$ cat config.mk
export PLATFORM = sky130hd
export DESIGN_NAME = calendar_clock_tick_unit
export DESIGN_NICKNAME = d
export VERILOG_FILES = /design/src/hdl/cct_pkg.sv /design/src/hdl/cct_time.sv /design/src/hdl/cct_date.sv /design/src/hdl/calendar_clock_tick_unit.sv
export SDC_FILE = /design/constraint.sdc
export NUM_CORES = 1
export LEC_CHECK = 0
export BUFFER_PORTS_ARGS = -buffer_cell sky130_fd_sc_hd__buf_4
export CAP_MARGIN = 25
export CORE_MARGIN = 4
export CORE_UTILIZATION = 60
export CTS_BUF_LIST = sky130_fd_sc_hd__clkbuf_2 sky130_fd_sc_hd__clkbuf_4 sky130_fd_sc_hd__clkbuf_8
export DETAILED_ROUTE_END_ITERATION = 16
export GPL_TIMING_DRIVEN = 0
export MAX_ROUTING_LAYER = met4
export PLACE_DENSITY_LB_ADDON = 0.3
export SKIP_LAST_GASP = 1
export SLEW_MARGIN = 15
export SYNTH_ARGS = -nofsm -noshare
export SYNTH_HDL_FRONTEND = slang
export SYNTH_SLANG_ARGS = --single-unit
$ cat constraint.sdc
create_clock -name i_clk -period 9.6 [get_ports i_clk]
set_clock_uncertainty 0.2 [all_clocks]
set_input_delay 1.92 -clock i_clk [delete_from_list [all_inputs] [get_ports i_clk]]
set_output_delay 1.92 -clock i_clk [all_outputs]
set_load 0.005 [all_outputs]
$ cat src/hdl/cct_pkg.sv
package cct_pkg;

    localparam int MONTH_W = 4;
    localparam int DAY_W   = 5;
    localparam int YEAR_W  = 16;
    localparam int HOUR_W  = 5;
    localparam int MIN_W   = 6;
    localparam int SEC_W   = 6;
    localparam int FRAC_W  = 10;

    localparam logic [SEC_W-1:0]  SEC_TOP  = SEC_W'(59);
    localparam logic [MIN_W-1:0]  MIN_TOP  = MIN_W'(59);
    localparam logic [HOUR_W-1:0] HOUR_TOP = HOUR_W'(23);

    localparam logic [MONTH_W-1:0] MONTH_JAN = MONTH_W'(1);
    localparam logic [MONTH_W-1:0] MONTH_FEB = MONTH_W'(2);
    localparam logic [MONTH_W-1:0] MONTH_MAR = MONTH_W'(3);
    localparam logic [MONTH_W-1:0] MONTH_MAY = MONTH_W'(5);
    localparam logic [MONTH_W-1:0] MONTH_JUL = MONTH_W'(7);
    localparam logic [MONTH_W-1:0] MONTH_AUG = MONTH_W'(8);
    localparam logic [MONTH_W-1:0] MONTH_OCT = MONTH_W'(10);
    localparam logic [MONTH_W-1:0] MONTH_DEC = MONTH_W'(12);

    localparam logic [DAY_W-1:0] DAY_FIRST = DAY_W'(1);
    localparam logic [DAY_W-1:0] DAY_28    = DAY_W'(28);
    localparam logic [DAY_W-1:0] DAY_29    = DAY_W'(29);
    localparam logic [DAY_W-1:0] DAY_30    = DAY_W'(30);
    localparam logic [DAY_W-1:0] DAY_31    = DAY_W'(31);

    // Multiplicative inverse of 25 modulo 2**16 and the largest product that
    // marks an exact multiple of 25.
    localparam logic [YEAR_W-1:0] INV25     = YEAR_W'(23593);
    localparam logic [YEAR_W-1:0] DIV25_MAX = YEAR_W'(65535 / 25);

    // Register map, index of each start register.
    localparam int REG_IDX_W = 3;
    localparam logic [REG_IDX_W-1:0] REG_START_MONTH    = 3'd0;
    localparam logic [REG_IDX_W-1:0] REG_START_DAY      = 3'd1;
    localparam logic [REG_IDX_W-1:0] REG_START_YEAR     = 3'd2;
    localparam logic [REG_IDX_W-1:0] REG_START_HOUR     = 3'd3;
    localparam logic [REG_IDX_W-1:0] REG_START_MINUTE   = 3'd4;
    localparam logic [REG_IDX_W-1:0] REG_START_SECOND   = 3'd5;
    localparam logic [REG_IDX_W-1:0] REG_START_FRACTION = 3'd6;

    typedef struct packed {
        logic [HOUR_W-1:0] hour;
        logic [MIN_W-1:0]  minute;
        logic [SEC_W-1:0]  second;
        logic [FRAC_W-1:0] fraction;
    } t_time;

    typedef struct packed {
        logic [MONTH_W-1:0] month;
        logic [DAY_W-1:0]   day;
        logic [YEAR_W-1:0]  year;
    } t_date;

    // Divisible by 4 and not by 100, or divisible by 400. Divisibility by 25
    // uses the modular-inverse test, so one 16x16 product suffices.
    function automatic logic is_leap(input logic [YEAR_W-1:0] year);
        logic [2*YEAR_W-1:0] prod;
        logic                div25;
        prod  = year * INV25;
        div25 = (prod[YEAR_W-1:0] <= DIV25_MAX);
        return (year[1:0] == 2'b00) && (!div25 || (year[3:2] == 2'b00));
    endfunction

    function automatic logic [DAY_W-1:0] month_end(input logic [MONTH_W-1:0] month,
                                                   input logic               leap);
        logic [DAY_W-1:0] last;
        if (month == MONTH_FEB) begin
            last = leap ? DAY_29 : DAY_28;
        end else if (month == MONTH_JAN || month == MONTH_MAR || month == MONTH_MAY ||
                     month == MONTH_JUL || month == MONTH_AUG || month == MONTH_OCT ||
                     month == MONTH_DEC) begin
            last = DAY_31;
        end else begin
            last = DAY_30;
        end
        return last;
    endfunction

endpackage

$ cat src/hdl/cct_time.sv
module cct_time #(
    parameter int TICKS_PER_SECOND = 1000
) (
    input  cct_pkg::t_time i_cur,
    input  logic           i_tick,
    output cct_pkg::t_time o_next,
    output logic           o_wrap
);
    import cct_pkg::*;

    localparam logic [FRAC_W-1:0] FRAC_TOP = FRAC_W'(TICKS_PER_SECOND - 1);

    // Each counter advances only below its top; at or above it, it clears
    // and carries into the next one.
    always_comb begin
        o_next = i_cur;
        o_wrap = 1'b0;
        if (i_tick) begin
            if (i_cur.fraction < FRAC_TOP) begin
                o_next.fraction = i_cur.fraction + 1'b1;
            end else begin
                o_next.fraction = '0;
                if (i_cur.second < SEC_TOP) begin
                    o_next.second = i_cur.second + 1'b1;
                end else begin
                    o_next.second = '0;
                    if (i_cur.minute < MIN_TOP) begin
                        o_next.minute = i_cur.minute + 1'b1;
                    end else begin
                        o_next.minute = '0;
                        if (i_cur.hour < HOUR_TOP) begin
                            o_next.hour = i_cur.hour + 1'b1;
                        end else begin
                            o_next.hour = '0;
                            o_wrap      = 1'b1;
                        end
                    end
                end
            end
        end
    end

endmodule

$ cat src/hdl/cct_date.sv
module cct_date (
    input  cct_pkg::t_date i_cur,
    input  logic           i_advance,
    output cct_pkg::t_date o_next
);
    import cct_pkg::*;

    logic             leap;
    logic [DAY_W-1:0] last_day;

    assign leap     = is_leap(i_cur.year);
    assign last_day = month_end(i_cur.month, leap);

    // The month end is matched by equality only, so a day beyond it keeps
    // counting and wraps in its own width.
    always_comb begin
        o_next = i_cur;
        if (i_advance) begin
            if (i_cur.month == MONTH_DEC && i_cur.day == DAY_31) begin
                o_next.month = MONTH_JAN;
                o_next.day   = DAY_FIRST;
                o_next.year  = i_cur.year + 1'b1;
            end else if (i_cur.day == last_day) begin
                o_next.day   = DAY_FIRST;
                o_next.month = i_cur.month + 1'b1;
            end else begin
                o_next.day   = i_cur.day + 1'b1;
            end
        end
    end

endmodule

$ cat src/hdl/calendar_clock_tick_unit.sv
// Real-time clock with Gregorian calendar. Each item on the slave stream is
// one sub-second tick (bit 0 set) or an idle item (bit 0 clear); every item
// yields exactly one result item carrying the date and time after it, plus a
// flag that is set when that tick crossed midnight. The start date and time
// are written over the APB port (month, day, year, hour, minute, second,
// fraction at byte offsets 0x00..0x18); any such write arms a reload, and the
// next tick loads the start values and then advances them. One item is taken
// per clock cycle; the result appears in the cycle after acceptance in an output
// register, and a new item is accepted whenever that register is empty or is
// being drained in the same cycle. The longest path is the leap-year product
// followed by the month-end compare in the date unit.
module calendar_clock_tick_unit #(
    parameter int TICKS_PER_SECOND = 1000
) (
    input  logic        i_clk,
    input  logic        i_rst_n,
    input  logic        i_s_tvalid,
    output logic        o_s_tready,
    input  logic [7:0]  i_s_tdata,   // [0] tick_pulse, [7:1] zero
    output logic        o_m_tvalid,
    input  logic        i_m_tready,
    // [3:0] cur_month, [8:4] cur_day, [24:9] cur_year, [29:25] cur_hour,
    // [35:30] cur_minute, [41:36] cur_second, [51:42] cur_fraction,
    // [52] day_rolled, [55:53] zero
    output logic [55:0] o_m_tdata,
    input  logic        psel,
    input  logic        penable,
    input  logic        pwrite,
    input  logic [4:0]  paddr,
    input  logic [31:0] pwdata,
    output logic [31:0] prdata,
    output logic        pready
);
    import cct_pkg::*;

    t_time r_time, r_start_time;
    t_date r_date, r_start_date;
    logic  r_reload_pending;
    logic  r_m_valid;
    logic [55:0] r_m_data;

    t_time cur_time, n_time;
    t_date cur_date, n_date;
    logic  tick, use_start, wrap, s_accept, cfg_write;
    logic [REG_IDX_W-1:0] reg_idx;

    assign pready    = 1'b1;
    assign reg_idx   = paddr[4:2];
    assign cfg_write = psel && penable && pwrite && pready;

    assign s_accept   = i_s_tvalid && o_s_tready;
    assign o_s_tready = !r_m_valid || i_m_tready;
    assign tick       = i_s_tdata[0];
    assign use_start  = r_reload_pending && tick;

    assign cur_time = use_start ? r_start_time : r_time;
    assign cur_date = use_start ? r_start_date : r_date;

    cct_time #(
        .TICKS_PER_SECOND(TICKS_PER_SECOND)
    ) u_time (
        .i_cur  (cur_time),
        .i_tick (tick),
        .o_next (n_time),
        .o_wrap (wrap)
    );

    cct_date u_date (
        .i_cur     (cur_date),
        .i_advance (wrap),
        .o_next    (n_date)
    );

    // Start registers and reload flag.
    always_ff @(posedge i_clk) begin
        if (!i_rst_n) begin
            r_start_date.month  <= MONTH_JAN;
            r_start_date.day    <= DAY_FIRST;
            r_start_date.year   <= YEAR_W'(2000);
            r_start_time        <= '0;
            r_reload_pending    <= 1'b1;
        end else if (cfg_write) begin
            // A write past the last register changes nothing and arms no reload.
            if (reg_idx <= REG_START_FRACTION) begin
                r_reload_pending <= 1'b1;
            end
            unique case (reg_idx)
                REG_START_MONTH:    r_start_date.month    <= pwdata[MONTH_W-1:0];
                REG_START_DAY:      r_start_date.day      <= pwdata[DAY_W-1:0];
                REG_START_YEAR:     r_start_date.year     <= pwdata[YEAR_W-1:0];
                REG_START_HOUR:     r_start_time.hour     <= pwdata[HOUR_W-1:0];
                REG_START_MINUTE:   r_start_time.minute   <= pwdata[MIN_W-1:0];
                REG_START_SECOND:   r_start_time.second   <= pwdata[SEC_W-1:0];
                REG_START_FRACTION: r_start_time.fraction <= pwdata[FRAC_W-1:0];
                default:            ;
            endcase
        end else if (s_accept && tick) begin
            r_reload_pending <= 1'b0;
        end
    end

    always_comb begin
        unique case (reg_idx)
            REG_START_MONTH:    prdata = 32'(r_start_date.month);
            REG_START_DAY:      prdata = 32'(r_start_date.day);
            REG_START_YEAR:     prdata = 32'(r_start_date.year);
            REG_START_HOUR:     prdata = 32'(r_start_time.hour);
            REG_START_MINUTE:   prdata = 32'(r_start_time.minute);
            REG_START_SECOND:   prdata = 32'(r_start_time.second);
            REG_START_FRACTION: prdata = 32'(r_start_time.fraction);
            default:            prdata = '0;
        endcase
    end

    // Running counters.
    always_ff @(posedge i_clk) begin
        if (!i_rst_n) begin
            r_time       <= '0;
            r_date.month <= MONTH_JAN;
            r_date.day   <= DAY_FIRST;
            r_date.year  <= YEAR_W'(2000);
        end else if (s_accept) begin
            r_time <= n_time;
            r_date <= n_date;
        end
    end

    // Output register.
    always_ff @(posedge i_clk) begin
        if (!i_rst_n) begin
            r_m_valid <= 1'b0;
        end else if (s_accept) begin
            r_m_valid <= 1'b1;
        end else if (i_m_tready) begin
            r_m_valid <= 1'b0;
        end
    end

    always_ff @(posedge i_clk) begin
        if (s_accept) begin
            r_m_data <= {3'b000, wrap, n_time.fraction, n_time.second, n_time.minute,
                         n_time.hour, n_date.year, n_date.day, n_date.month};
        end
    end

    assign o_m_tvalid = r_m_valid;
    assign o_m_tdata  = r_m_data;

    a_accept_fills_output: assert property (@(posedge i_clk) disable iff (!i_rst_n)
        s_accept |=> r_m_valid)
        else $error("accepted item produced no result");

    a_tick_clears_reload: assert property (@(posedge i_clk) disable iff (!i_rst_n)
        (s_accept && tick && !cfg_write) |=> !r_reload_pending)
        else $error("reload still pending after a tick");

    a_idle_no_roll: assert property (@(posedge i_clk) disable iff (!i_rst_n)
        (s_accept && !tick) |=> !r_m_data[52])
        else $error("day rollover reported for an idle item");

    a_roll_at_midnight: assert property (@(posedge i_clk) disable iff (!i_rst_n)
        (r_m_valid && r_m_data[52]) |-> (r_m_data[51:25] == '0))
        else $error("day rollover reported away from midnight");

    a_idle_holds_time: assert property (@(posedge i_clk) disable iff (!i_rst_n)
        (s_accept && !tick) |=> (r_time == $past(r_time)) && (r_date == $past(r_date)))
        else $error("counters moved on an idle item");

endmodule
# ---- Word level (Yosys, flattened, before mapping)
# Cells that the tools add are included.
dict set report word_totals {
  regBits 159
  output_inout_bits 91
  input_bits 52
  elab_cells 107
}
dict set report op_classes {
  reduce_logical 30
  muxes 29
  magnitude_cmp 6
  eq_ne 17
  n_addsub 7
  n_mul 1
}
# cell count
set op_table {}
lappend op_table {{16-bit one-hot mux with 7 select lines} 1}
lappend op_table {{27-bit 2-to-1 mux} 2}
lappend op_table {{25-bit 2-to-1 mux} 2}
lappend op_table {{5-bit 2-to-1 mux} 4}
lappend op_table {{17-bit 2-to-1 mux} 1}
lappend op_table {{16-bit by 1-bit adder with 16-bit output, second input constant} 1}
lappend op_table {{16-bit by 12-bit <= comparator with 1-bit output, second input constant} 1}
lappend op_table {{16-bit by 15-bit multiplier with 16-bit output, second input constant} 1}
lappend op_table {{16-bit 2-to-1 mux} 1}
lappend op_table {{2-bit AND reduction} 8}
lappend op_table {{6-bit by 1-bit adder with 6-bit output, second input constant} 2}
lappend op_table {{4-bit equality test, second input constant} 3}
lappend op_table {{6-bit < comparator, second input constant} 2}
lappend op_table {{1-bit 2-to-1 mux} 12}
lappend op_table {{6-bit 2-to-1 mux} 2}
lappend op_table {{11-bit 2-to-1 mux} 1}
lappend op_table {{10-bit by 1-bit adder with 10-bit output, second input constant} 1}
lappend op_table {{5-bit by 1-bit adder with 5-bit output, second input constant} 2}
lappend op_table {{10-bit < comparator, second input constant} 1}
lappend op_table {{10-bit 2-to-1 mux} 1}
lappend op_table {{3-bit equality test, second input constant} 3}
lappend op_table {{9-bit 2-to-1 mux} 1}
lappend op_table {{4-bit by 2-bit equality test with 1-bit output, second input constant} 2}
lappend op_table {{4-bit by 3-bit equality test with 1-bit output, second input constant} 2}
lappend op_table {{16 further kinds} 33}

# ---- Depth between registers and ports, before layout
dict set report logic_depth {
  word_depth 15
  depth_mapped 27
  ltp_nobuf 23
}

# ---- By module
# A second synthesis with hierarchy kept.
dict set report unflattened {
  hier_cells 1041
  hier_area_um2 9968.3
}
# mod cells_per_inst area_per_inst_um2 instances seq_area_each_um2
set by_module_without_submodules {}
lappend by_module_without_submodules {calendar_clock_tick_unit 650 6830.3 1 3713.6}
lappend by_module_without_submodules {cct_date 267 2292.2 1 0.0}
lappend by_module_without_submodules {cct_time 124 845.8 1 0.0}

# ---- Worst setup path before layout
# OpenSTA, ideal clock, no wires.
dict set report synth_path {
  kind {input -> register}
  start {input i_s_tdata[0]}
  end {register r_date[21] (netlist name)}
  setup_ns 0.122
  arrival_ns 8.230
  n_path_buf 4
  t_required_ns 9.278
  path_slack_ns 1.048
  path_stages 24
  path_cell_list {buf_4 -> nand2_2 -> buf_2 -> buf_2 -> buf_1 -> mux2i_1 -> inv_1 -> ha_1 -> ha_1 -> inv_1 -> fa_1 -> fa_1 -> inv_1 -> fa_1 -> ha_1 -> ha_1 -> or4_1 -> o22ai_1 -> xnor2_1 -> nor4_1 -> a21oi_2 -> mux2i_1 -> or4_1 -> o311a_1}
}
dict set report synth_via {
  elab_chain_len 15
  elab_cells_between_ends 43
  classes_between {add/sub (1); mul (1); order compare (5); eq/ne (10); mux (13); reduce/logical (13)}
}
# item line
set synth_lines {}
lappend synth_lines {{start, declared} calendar_clock_tick_unit.sv:19} ;# input logic [7:0] i_s_tdata,
lappend synth_lines {{parallel branches: the longest is 14 deep, another holds 16-bit by 15-bit multiplier with 16-bit output} n/a}
lappend synth_lines {{25-bit 2-to-1 mux *} cct_date.sv:18} ;# if (i_advance) begin
lappend synth_lines {{end signal, assigned} calendar_clock_tick_unit.sv:124} ;# r_date <= n_date;
lappend synth_lines {{end, declared} calendar_clock_tick_unit.sv:37} ;# t_date r_date, r_start_date;
# Every way passes the cells marked *.
# A chain may end at the register's enable or synchronous reset.

# ---- Worst setup path after layout
dict set report layout_path {
  start {input i_s_tdata[0]}
  end {register r_date[18] (netlist name)}
}
dict set report layout_via {
  elab_chain_len 15
  elab_cells_between_ends 43
  classes_between {add/sub (1); mul (1); order compare (5); eq/ne (10); mux (13); reduce/logical (13)}
}
# item line
set layout_lines {}
lappend layout_lines {{parallel branches: the longest is 14 deep, another holds 16-bit by 15-bit multiplier with 16-bit output} n/a}
lappend layout_lines {{25-bit 2-to-1 mux *} cct_date.sv:18}
# Marked as above.

==> key figures <==
Critical path
  – Crit Reg-Reg Endpoint: r_date[18]
  – Reg-to-reg slack, setup: 1.52 ns
  – Buf+Inv Stages, Crit Path: 7
  – Max stage delay on crit path: 0.75 ns
  – CP arrival: 9.41 ns
  – Delay-heaviest family, CP: adder cells
  – Critical Path Most Common Cell: ha_1
  – Worst path slowest cell: buf_1
  – CP startpoint: i_s_tdata[0]
  – Worst setup SP type: primary input
  – Worst flop-to-flop path startpoint: r_reload_pending
  – Critical-path maximum fanout: 10
  – CP Class: in2reg
  – Crit. End Element: flop
  – Cell count of the worst reg-to-reg path: 24
  – Worst path required time: between 9 and 10 ns

GRT
  – First-pass GRT wire length: roughly 45,000 um
  – Total gr overflow: 0
  – Number of antenna violations at the first check in global routing: 0
  – Largest net degree at the start of global routing: 29
  – Vias in the first global route: 8,257
  – GRT Total Usage: 0.3065

Synthesis
  – Post-Syn Area: a little over 10,000 um^2
  – Synth cell types: 76
  – Avg Cell Area, Syn: about 9.2 um^2
  – Most common cell in the synthesized netlist: nand2_1
  – Ys Warns: 0
  – Top cell type's share of synthesized area: 0.2074
  – Most used flip-flop cell after synthesis: dfxtp_1
  – FFs w/ async S/R, synth: 0
  – Post-synth EDFFs: 53
  – Top cells by area, synth: dfxtp_1, edfxtp_1, mux2i_1
  – Yosys reg bits: 159
  – Cells after Synth: between 1,000 and 1,500
  – Part of the Yosys area used for sequential elements: 0.3629
  – Synth cell count leaders: nand2_1, dfxtp_1, mux2i_1
  – Synth area leader: dfxtp_1

Clock tree
  – CTS root buf: clkbuf_8
  – Post-CTS sizing: 0
  – Worst-path clk slew: about 0.090 ns
  – CTS Buffer Depth: 2
  – Clock sinks: approximately 160
  – CTS tree: yes
  – Clock Latency Late Sink: about 0.48 ns
  – CTS Hold Bufs: 0
  – CTS H-tree lvls: 4
  – Setup bufs post-CTS: 0
  – TritonCTS Buffers: 17

Timing
  – Slew Viols, Final: 0
  – Slew margin rel.: 0.2951
  – RSZ-0062 raised after global routing: no
  – Final worst setup slack: roughly 0.37 ns
  – Slew @ Worst Pin: 1.049 ns
  – Hold Vio Cnt, Final: 0
  – Max Clk Rate: ~110 MHz
  – TNS Setup: 0 ns
  – Final setup violation count: 0
  – Fin crit share: 0.9613
  – Post-layout min period: 9.229 ns

Route
  – Antenna Violating Nets Remaining: 0
  – DR vias/cell: ~6
  – Via count: ~8,900
  – Initial DRC Count: 949
  – WL final: about 29,000 um
  – Pre-antenna DRT Iters: 6
  – Drc violations: 0
  – Drt wl/cell: 19.36 um

Cells and area
  – Layout cells sized above 1: 0.1502
  – Cell area after layout: roughly 12,000 um^2
  – Fin nets: between 1,000 and 1,500
  – Area Overhead vs Synth: 14.69%
  – Antenna fix cells: 0
  – Non-filler cells, final: approximately 1,500

Placement
  – DP HPWL: 21,950 um
  – DP Area: between 10,000 and 15,000 um^2
  – Place WS: -0.3610 ns
  – GPL Wtd Cong: about 0.98
  – IO Port Bufs: between 90 and 100
  – DP Cell Count: between 1,000 and 1,500

Pwr
  – Psw: between 500 and 600 uW
  – Switching portion of total power: 0.3126
  – Pwr dens: 138.1 nW/um^2
  – Combinational Power Share: 0.241
  – Internal cell power: 1114 uW
  – Seq pwr share: 0.449
  – Leak: slightly above 0.005 uW
  – Peak supply drop: 0.09886 mV
  – Clk pwr share: 0.310

Floorplan
  – Initial Util: 0.6148
  – Core footprint: roughly 17,000 um^2
  – IO Pins: 143
  – Die Y-Extent: 138.6 um
  – Row count: 47
  – Die Wd: ~140 um
  – Die area: roughly 19,000 um^2

Flow run
  – Max-Cap Viols: 0

Min path
  – WHS Endpoint: r_time[15]
  – Worst hold path class: reg2reg
  – Worst min-delay path startpoint: r_time[15]
  – Hold depth: 2

Run status
  – Status: finished, final reports clean
worst register-to-register path: stages (launching register included):
cell     delay [ns]
dfxtp_1        0.45
and2_4         0.20
buf_8          0.16
buf_2          0.27
buf_2          0.38
buf_1          0.76
nand2_1        0.13
nand2_1        0.30
ha_1           0.31
ha_1           0.27
inv_1          0.05
fa_1           0.53
fa_1           0.55
inv_1          0.05
fa_1           0.47
ha_1           0.34
ha_1           0.23
or4_1          0.40
o22ai_1        0.23
xnor2_1        0.13
xnor2_1        0.19
a21oi_2        0.40
mux2i_1        0.26
or3b_2         0.52
a31oi_1        0.20
sequential cells by signal (all words and copies together) (netlist names):
name and cells:
r_reload_pending 1, r_start_date 25, r_date 25, r_start_time 27, r_time 27, o_m_tvalid 1
o_m_tdata 53
kinds of logic after synthesis:
| group | after synthesis | synth area share |
|---|---|---|
| other | 2 | 0.0007339 |
| xor gates and xnor gates | 46 | 0.04341 |
| muxes | 108 | 0.1109 |
| and+or+nand+nor | 411 | 0.1934 |
| buffers and inverters | 147 | 0.06407 |
| DFF | 159 | 0.3629 |
| AOI/OAI and AO/OA | 153 | 0.09880 |
| adders and majority gates | 92 | 0.1257 |
worst max path at each step:
stage | slack [ns] | end | cells past startpoint
2_1_floorplan | 1.05 | r_date[21] | 24
4_1_cts | 0.07 | r_date[18] | 24
3_5_place_dp | -0.36 | r_date[18] | 24
5_1_grt | 0.02 | r_date[18] | 23
3_3_place_gp | -0.29 | r_date[18] | 24
6_report | 0.37 | r_date[18] | 25
layer usage:
metal  track usage  vias up  share of wire
li1              -     4128              -
met1        0.4362     4258           0.44
met2        0.4440      440           0.43
met3       0.05828       74          0.091
met4       0.09724        0          0.030
met5             -        -              0
area by class of cell:
cell class	count	area, um^2
tap	220	275.3
clock inverter	12	121.4
clock buffer	20	269.0
buffer	75	386.6
sequential	159	3714
fill	1333	4907
timing repair buffer	98	772.0
inverter	71	266.5
multi-input combinational	830	5931
through the flow:
| stage | total power, uW | utilization | hold WS, ns |
|---|---|---|---|
| finish | 1620 | 0.7051 | 0.2577 |
| global placement | 1113 | 0.6778 | 0.2391 |
| floorplan | 1003 | - | 0.2309 |
| detailed placement | 1122 | 0.6819 | 0.2479 |
| CTS | 1613 | 0.7054 | 0.2595 |
| global route | 1692 | 0.7051 | 0.2845 |
layout by cell type (no fill, tap or decap), drive strengths merged, types with 21 or more instances in the layout:
cell / Yosys / routed
buf: 39 / 136
clkbuf: 37 / 57
inv: 71 / 78
nand2: 172 / 172
xnor2: 33 / 33
mux2i: 95 / 95
nor2b: 28 / 28
dfxtp: 106 / 106
edfxtp: 53 / 53
a21boi: 23 / 23
nor2: 67 / 67
a21oi: 33 / 33
nor3: 21 / 21
nand3: 36 / 36
ha: 74 / 74
o21ai: 34 / 34
power groups by stage:
stage	clock network, uW	registers, uW	logic [uW]
3_3_place_gp	0	743	369
3_5_place_dp	0	742	379
4_1_cts	501	727	384
5_1_grt	533	730	429
6_report	502	727	391
2_1_floorplan	0	742	261
Power figures use the tool's default switching activity.
